File: config.mk
export PLATFORM = sky130hd
export DESIGN_NAME = knps_dist
export DESIGN_NICKNAME = d
export VERILOG_FILES = /design/src/hw/rtl/knps_pkg.sv /design/src/hw/rtl/knps_dist.sv
export SDC_FILE = /design/constraint.sdc
export NUM_CORES = 2
export LEC_CHECK = 0
export ABC_AREA = 1
export BUFFER_PORTS_ARGS = -buffer_cell sky130_fd_sc_hd__buf_2
export CORE_ASPECT_RATIO = 1.4
export CORE_MARGIN = 2
export CORE_UTILIZATION = 59
export CTS_CLUSTER_DIAMETER = 30
export DETAILED_ROUTE_END_ITERATION = 8
export PLACE_DENSITY = 0.75
export SLEW_MARGIN = 40
export SYNTH_ARGS = -nofsm -noshare
export SYNTH_HDL_FRONTEND = slang
export SYNTH_SLANG_ARGS = --single-unit
File: constraint.sdc
create_clock -name clk_i -period 6.77 [get_ports clk_i]
set_clock_uncertainty 0.1 [all_clocks]
set_input_delay 0.3385 -clock clk_i [delete_from_list [all_inputs] [get_ports clk_i]]
set_output_delay 0.3385 -clock clk_i [all_outputs]
set_load 0.02 [all_outputs]
File: src/hw/rtl/knps_pkg.sv
// ----------------------------------------------------------------------------
// knps_pkg
// Shared constants and types of the k-nearest point select block.
// ----------------------------------------------------------------------------
package knps_pkg;

  localparam int MAX_NEAREST_DEF = 8;
  localparam int COORD_BITS_DEF  = 24;
  localparam int ID_BITS_DEF     = 20;

  localparam int RANK_BITS      = 3;
  localparam int COUNT_BITS     = 4;
  localparam int CFG_INDEX_BITS = 4;
  localparam int CFG_DATA_BITS  = 32;

  localparam logic [COUNT_BITS-1:0] COUNT_RESET = 4'd3;

  typedef enum logic [CFG_INDEX_BITS-1:0] {
    REG_VIEWER_X       = 4'd0,
    REG_VIEWER_Y       = 4'd1,
    REG_VIEWER_Z       = 4'd2,
    REG_NEIGHBOR_COUNT = 4'd3
  } cfg_reg_e;

  // per-cycle command to every cell of the chain
  typedef struct packed {
    logic insert;
    logic shift;
  } cell_ctrl_t;

endpackage

File: src/hw/rtl/knps_dist.sv
// ----------------------------------------------------------------------------
// knps_dist
// Three-stage squared distance pipeline: abs difference, square, sum.
// ----------------------------------------------------------------------------
module knps_dist #(
  parameter int COORD_BITS = knps_pkg::COORD_BITS_DEF,
  parameter int ID_BITS    = knps_pkg::ID_BITS_DEF,
  localparam int DistBits  = 2 * COORD_BITS + 2
) (
  input  logic                         clk_i,
  input  logic                         rst_ni,
  input  logic                         valid_i,
  input  logic signed [COORD_BITS-1:0] pos_x_i,
  input  logic signed [COORD_BITS-1:0] pos_y_i,
  input  logic signed [COORD_BITS-1:0] pos_z_i,
  input  logic signed [COORD_BITS-1:0] view_x_i,
  input  logic signed [COORD_BITS-1:0] view_y_i,
  input  logic signed [COORD_BITS-1:0] view_z_i,
  input  logic [ID_BITS-1:0]           id_i,
  input  logic                         last_i,
  output logic                         valid_o,
  output logic [DistBits-1:0]          dist_o,
  output logic [ID_BITS-1:0]           id_o,
  output logic                         last_o
);

  logic signed [COORD_BITS:0] dx, dy, dz;
  logic [COORD_BITS-1:0]      ax_d, ay_d, az_d;
  logic [COORD_BITS-1:0]      ax_q, ay_q, az_q;
  logic [2*COORD_BITS-1:0]    sx_q, sy_q, sz_q;
  logic [DistBits-1:0]        sum_q;
  logic [2:0]                 valid_q, last_q;
  logic [ID_BITS-1:0]         id1_q, id2_q, id3_q;

  assign dx = {pos_x_i[COORD_BITS-1], pos_x_i} - {view_x_i[COORD_BITS-1], view_x_i};
  assign dy = {pos_y_i[COORD_BITS-1], pos_y_i} - {view_y_i[COORD_BITS-1], view_y_i};
  assign dz = {pos_z_i[COORD_BITS-1], pos_z_i} - {view_z_i[COORD_BITS-1], view_z_i};

  assign ax_d = dx[COORD_BITS] ? COORD_BITS'(-dx) : COORD_BITS'(dx);
  assign ay_d = dy[COORD_BITS] ? COORD_BITS'(-dy) : COORD_BITS'(dy);
  assign az_d = dz[COORD_BITS] ? COORD_BITS'(-dz) : COORD_BITS'(dz);

  always_ff @(posedge clk_i or negedge rst_ni) begin
    if (!rst_ni) begin
      valid_q <= '0;
      last_q  <= '0;
    end else begin
      valid_q <= {valid_q[1:0], valid_i};
      last_q  <= {last_q[1:0], last_i};
    end
  end

  always_ff @(posedge clk_i) begin
    ax_q  <= ax_d;
    ay_q  <= ay_d;
    az_q  <= az_d;
    id1_q <= id_i;
    sx_q  <= (2*COORD_BITS)'(ax_q) * (2*COORD_BITS)'(ax_q);
    sy_q  <= (2*COORD_BITS)'(ay_q) * (2*COORD_BITS)'(ay_q);
    sz_q  <= (2*COORD_BITS)'(az_q) * (2*COORD_BITS)'(az_q);
    id2_q <= id1_q;
    sum_q <= DistBits'(sx_q) + DistBits'(sy_q) + DistBits'(sz_q);
    id3_q <= id2_q;
  end

  assign valid_o = valid_q[2];
  assign last_o  = last_q[2];
  assign dist_o  = sum_q;
  assign id_o    = id3_q;

endmodule

==> summary.txt <==
GRT
  • Antenna violations before repair: 5
  • Wire length of the first global-routing pass: 289400 um
  • Total gr overflow: 0
  • Via count of the first global-routing pass: 59019
  • Pin count of the biggest net entering global routing: 26
  • Global-route usage over all layers: 31.69%

Floorplan
  • Die outline height: 403.6 um
  • Core area: 113100 um2
  • Number of standard-cell rows in the floorplan: 146
  • DIE AREA: 116800 um2
  • Initial core utilization: between 50% and 60%
  • Io pins: 240
  • Chip Width: 289.4 um

Logic synthesis
  • Most common cell in the synthesized netlist: sky130_fd_sc_hd__inv_1
  • Post-Syn Area: 67290 um2
  • Flop and latch count out of synthesis: 329
  • Most common library cells after synthesis: sky130_fd_sc_hd__inv_1 (2606), sky130_fd_sc_hd__nand2_1 (1620), sky130_fd_sc_hd__fa_1 (1316)
  • Count of unique library cells instantiated by Yosys: 57
  • Leading area contributor after synthesis: sky130_fd_sc_hd__fa_1
  • Synth Area per Inst: slightly above 8 um2
  • Sequential cell area fraction in the yosys report: 9.833%
  • Proportion of register bits with asynchronous set or reset after synthesis: under 10%
  • Syn Inst Count: 8369
  • Number of synthesized flops with an enable pin: 0
  • Number of warnings reported in the yosys synthesis log: 0
  • Cell types with the largest area share after synthesis: sky130_fd_sc_hd__fa_1 (39%), sky130_fd_sc_hd__inv_1 (15%), sky130_fd_sc_hd__ha_1 (12%), sky130_fd_sc_hd__dfxtp_1 (9.6%), sky130_fd_sc_hd__nand2_1 (9.0%)
  • Fraction of post-synthesis cell area in the top cell type by area: 39.15%
  • Commonest register cell after synthesis: sky130_fd_sc_hd__dfxtp_1

Hold path
  • Startpoint of the most critical hold path: pos_z_i[1]
  • Classification of the worst-slack hold path: in -> reg
  • Min-Delay Endpoint: az_q[1]
  • Cell count of the worst hold path: 4

Worst setup path
  • Worst Path Arrival: 7.05 ns
  • CP max-delay cell: sky130_fd_sc_hd__fa_1
  • Worst setup SP type: flop
  • Count of cells along the worst register-to-register path: 22
  • FF-to-FF End: sx_q[45]
  • Data required, critical path: 7.21 ns
  • Max incr delay on CP: 0.59 ns
  • Flop2flop setup slack: approximately 0.16 ns
  • Category of the critical setup timing path: reg -> reg
  • Cell occurring most often along the worst timing path: sky130_fd_sc_hd__fa_1
  • R2R Path Start: ax_q[11]
  • Kind of capture point of the worst setup path: flop
  • Critical path fanouts, max: 11
  • Sequence of cells on the critical path: buf_4 -> nand2_1 -> fa_1 -> fa_1 -> inv_1 -> fa_1 -> fa_1 -> fa_1 -> fa_1 -> inv_1 -> fa_1 -> inv_1 -> ha_1 -> a21oi_1 -> inv_1 -> a31oi_1 -> o21ai_0 -> a21oi_1 -> nand3_2 -> nand2_1 -> nand3_1 -> xor2_1

Place
  • Post-placement cell count: 10245
  • Number of I/O port buffers: around 240
  • Routability cong.: between 0.9 and 1
  • HPWL after detailed placement: 155100 um

STA
  • Final number of max-transition violations: 0
  • Number of failing hold endpoints at the final stage: 0
  • Slew of the pin with the lowest slew margin: 0.9341 ns
  • Remaining max-slew budget at the tightest pin: 37.07%
  • Period utilisation layout: 97.56%
  • Fmax: 151.4 MHz
  • Post-layout min period: 6.605 ns
  • Final setup violating endpoints: 0

Clocking
  • Total clock buffers created by CTS: 70
  • Post-CTS clock slew at the launch and capture registers of the worst setup and hold paths: around 0.050 ns
  • Clock sink count: between 300 and 400
  • TritonCTS clock tree: yes
  • Clock root buffer: sky130_fd_sc_hd__clkbuf_16
  • Maximum number of buffers from clock root to sink: 3
  • Worst-skew pair later-pin latency: 0.69 ns
  • # H-tree levels: 3

Flow run
  • Max_cap viols: 0

Cells and area
  • Storage cell area: 6710 um2
  • Fraction of final layout cells sized beyond drive strength 1: roughly 9.7%
  • Final standard cell count with taps included and fillers excluded: 10411
  • Final-layout fill cell count: 9207
  • P&R area growth vs syn: 12.68%
  • Nets: 11007
  • Multi-input gate area: 50540 um2

Routing
  • WL per Instance: 17.22 um
  • Routed Wire Length: 179300 um
  • Total number of vias: 54383
  • First-pass detailed-route iteration total: 6
  • Antenna-violating nets left: 0
  • Via density per instance: 5.224
  • Violation count after the first detailed-routing iteration: ~3200
  • Total DRC errors in the routed layout: 0

Status
  • Run status: finished, final reports clean
logic make-up after synthesis:
kind of cell / share of synthesized area, %
other: 0.005573
AOI/OAI and AO/OA: 5.673
adders and majority gates: 51.24
and+or+nand+nor: 14.27
xor gates and xnor gates: 3.485
buffers and inverters: 15.49
DFF: 9.833
repair_timing:
item,4_1_cts,5_1_grt
resized for setup,11,144
hold buffers,30,0
pin swaps,1,14
hold endpoints to repair,31,0
cloned,0,2
buffers inserted,1,3
setup endpoints to repair,6,61
stage by stage:
stage,setup WS [ns],instance area [um2],setup TNS (ns),util [%],hold WS (ns)
final,0.1649,75820,0,67.05,0.08192
after global routing,-0.07511,75820,-0.2522,67.05,0.1043
after CTS,0.0001812,75290,0,66.59,0.04153
after detailed placement,-0.1266,72330,-0.3547,63.96,0.06630
after global placement,-0.1237,72330,-0.2053,63.96,0.06027
after floorplan,0.3646,67300,0,-,-0.05709
layout by cell type, fill, tap and decap left out, types with 7 or more instances in the layout:
| master | count |
|---|---|
| sky130_fd_sc_hd__nand3_2 | 12 |
| sky130_fd_sc_hd__buf_6 | 18 |
| sky130_fd_sc_hd__clkbuf_8 | 7 |
| sky130_fd_sc_hd__a21boi_0 | 7 |
| sky130_fd_sc_hd__and3_1 | 8 |
| sky130_fd_sc_hd__dfxtp_2 | 36 |
| sky130_fd_sc_hd__o21a_1 | 18 |
| sky130_fd_sc_hd__fa_1 | 1314 |
| sky130_fd_sc_hd__nor2_1 | 377 |
| sky130_fd_sc_hd__inv_1 | 2606 |
| sky130_fd_sc_hd__o21ai_0 | 164 |
| sky130_fd_sc_hd__xnor2_1 | 112 |
| sky130_fd_sc_hd__buf_4 | 273 |
| sky130_fd_sc_hd__a21oi_1 | 300 |
| sky130_fd_sc_hd__clkbuf_16 | 72 |
| sky130_fd_sc_hd__a21oi_2 | 22 |
| sky130_fd_sc_hd__dfxtp_4 | 13 |
| sky130_fd_sc_hd__buf_12 | 23 |
| sky130_fd_sc_hd__nor2_2 | 22 |
| sky130_fd_sc_hd__nor4_1 | 12 |
| sky130_fd_sc_hd__xor2_1 | 151 |
| sky130_fd_sc_hd__nand4_1 | 48 |
| sky130_fd_sc_hd__dfxtp_1 | 274 |
| sky130_fd_sc_hd__nand2_1 | 1614 |
| sky130_fd_sc_hd__nand2_2 | 33 |
| sky130_fd_sc_hd__nor3_1 | 26 |
| sky130_fd_sc_hd__dlygate4sd3_1 | 30 |
| sky130_fd_sc_hd__nand3_1 | 170 |
| sky130_fd_sc_hd__inv_6 | 10 |
| sky130_fd_sc_hd__nand3b_1 | 19 |
| sky130_fd_sc_hd__bufinv_16 | 12 |
| sky130_fd_sc_hd__a21o_1 | 24 |
| sky130_fd_sc_hd__buf_2 | 239 |
| sky130_fd_sc_hd__o211ai_1 | 10 |
| sky130_fd_sc_hd__o21ai_1 | 20 |
| sky130_fd_sc_hd__a31oi_1 | 57 |
| sky130_fd_sc_hd__clkbuf_1 | 8 |
| sky130_fd_sc_hd__ha_1 | 642 |
| sky130_fd_sc_hd__o21bai_1 | 24 |
worst max path at each step:
stage,depth (start not counted),slack [ns],to,start
after floorplan,27,0.36,sy_q[39],ay_q[14]
after global placement,25,-0.12,sz_q[29],az_q[0]
after detailed placement,25,-0.13,sz_q[29],az_q[0]
after CTS,26,0.0002,sz_q[47],az_q[20]
after global routing,27,-0.08,sz_q[29],az_q[0]
final,22,0.16,sx_q[45],ax_q[11]
worst max-delay path, delay by kind of cell, from the launching register on:
kind                       cells  cell delay, ns
xor gates and xnor gates       1            0.17
adders and majority gates      8            4.02
AOI/OAI and AO/OA              4            0.76
and+or+nand+nor                4            0.46
buffers and inverters          5            0.48
DFF                            1            0.51
state kept, by name, indices dropped and copies added, names as in the netlist, 24 cells and up:
signal	flops
az_q	24
dist_o	50
sz_q	47
sy_q	47
ax_q	24
sx_q	47
ay_q	24
area by class of cell:
class	count	area share (%)
Clock buffer	85	2.477
Antenna cell	2	0.006601
Multi-Input combinational cell	5276	66.66
Inverter	2611	12.93
Tap cell	1480	2.442
Clock inverter	43	1.013
Timing Repair Buffer	585	5.617
Sequential cell	329	8.850
metal layers:
layer	track usage [%]	up-vias	wire length, um
met3	4.148	679	9366
li1	-	25366	-
met2	56.93	1750	92700
met5	0	-	9
met1	35.24	26586	64380
met4	19.56	2	12830
Power is left out: the tool's default activity adds up to more than one toggle a clock period on the data nets, which glitch-free logic cannot reach.
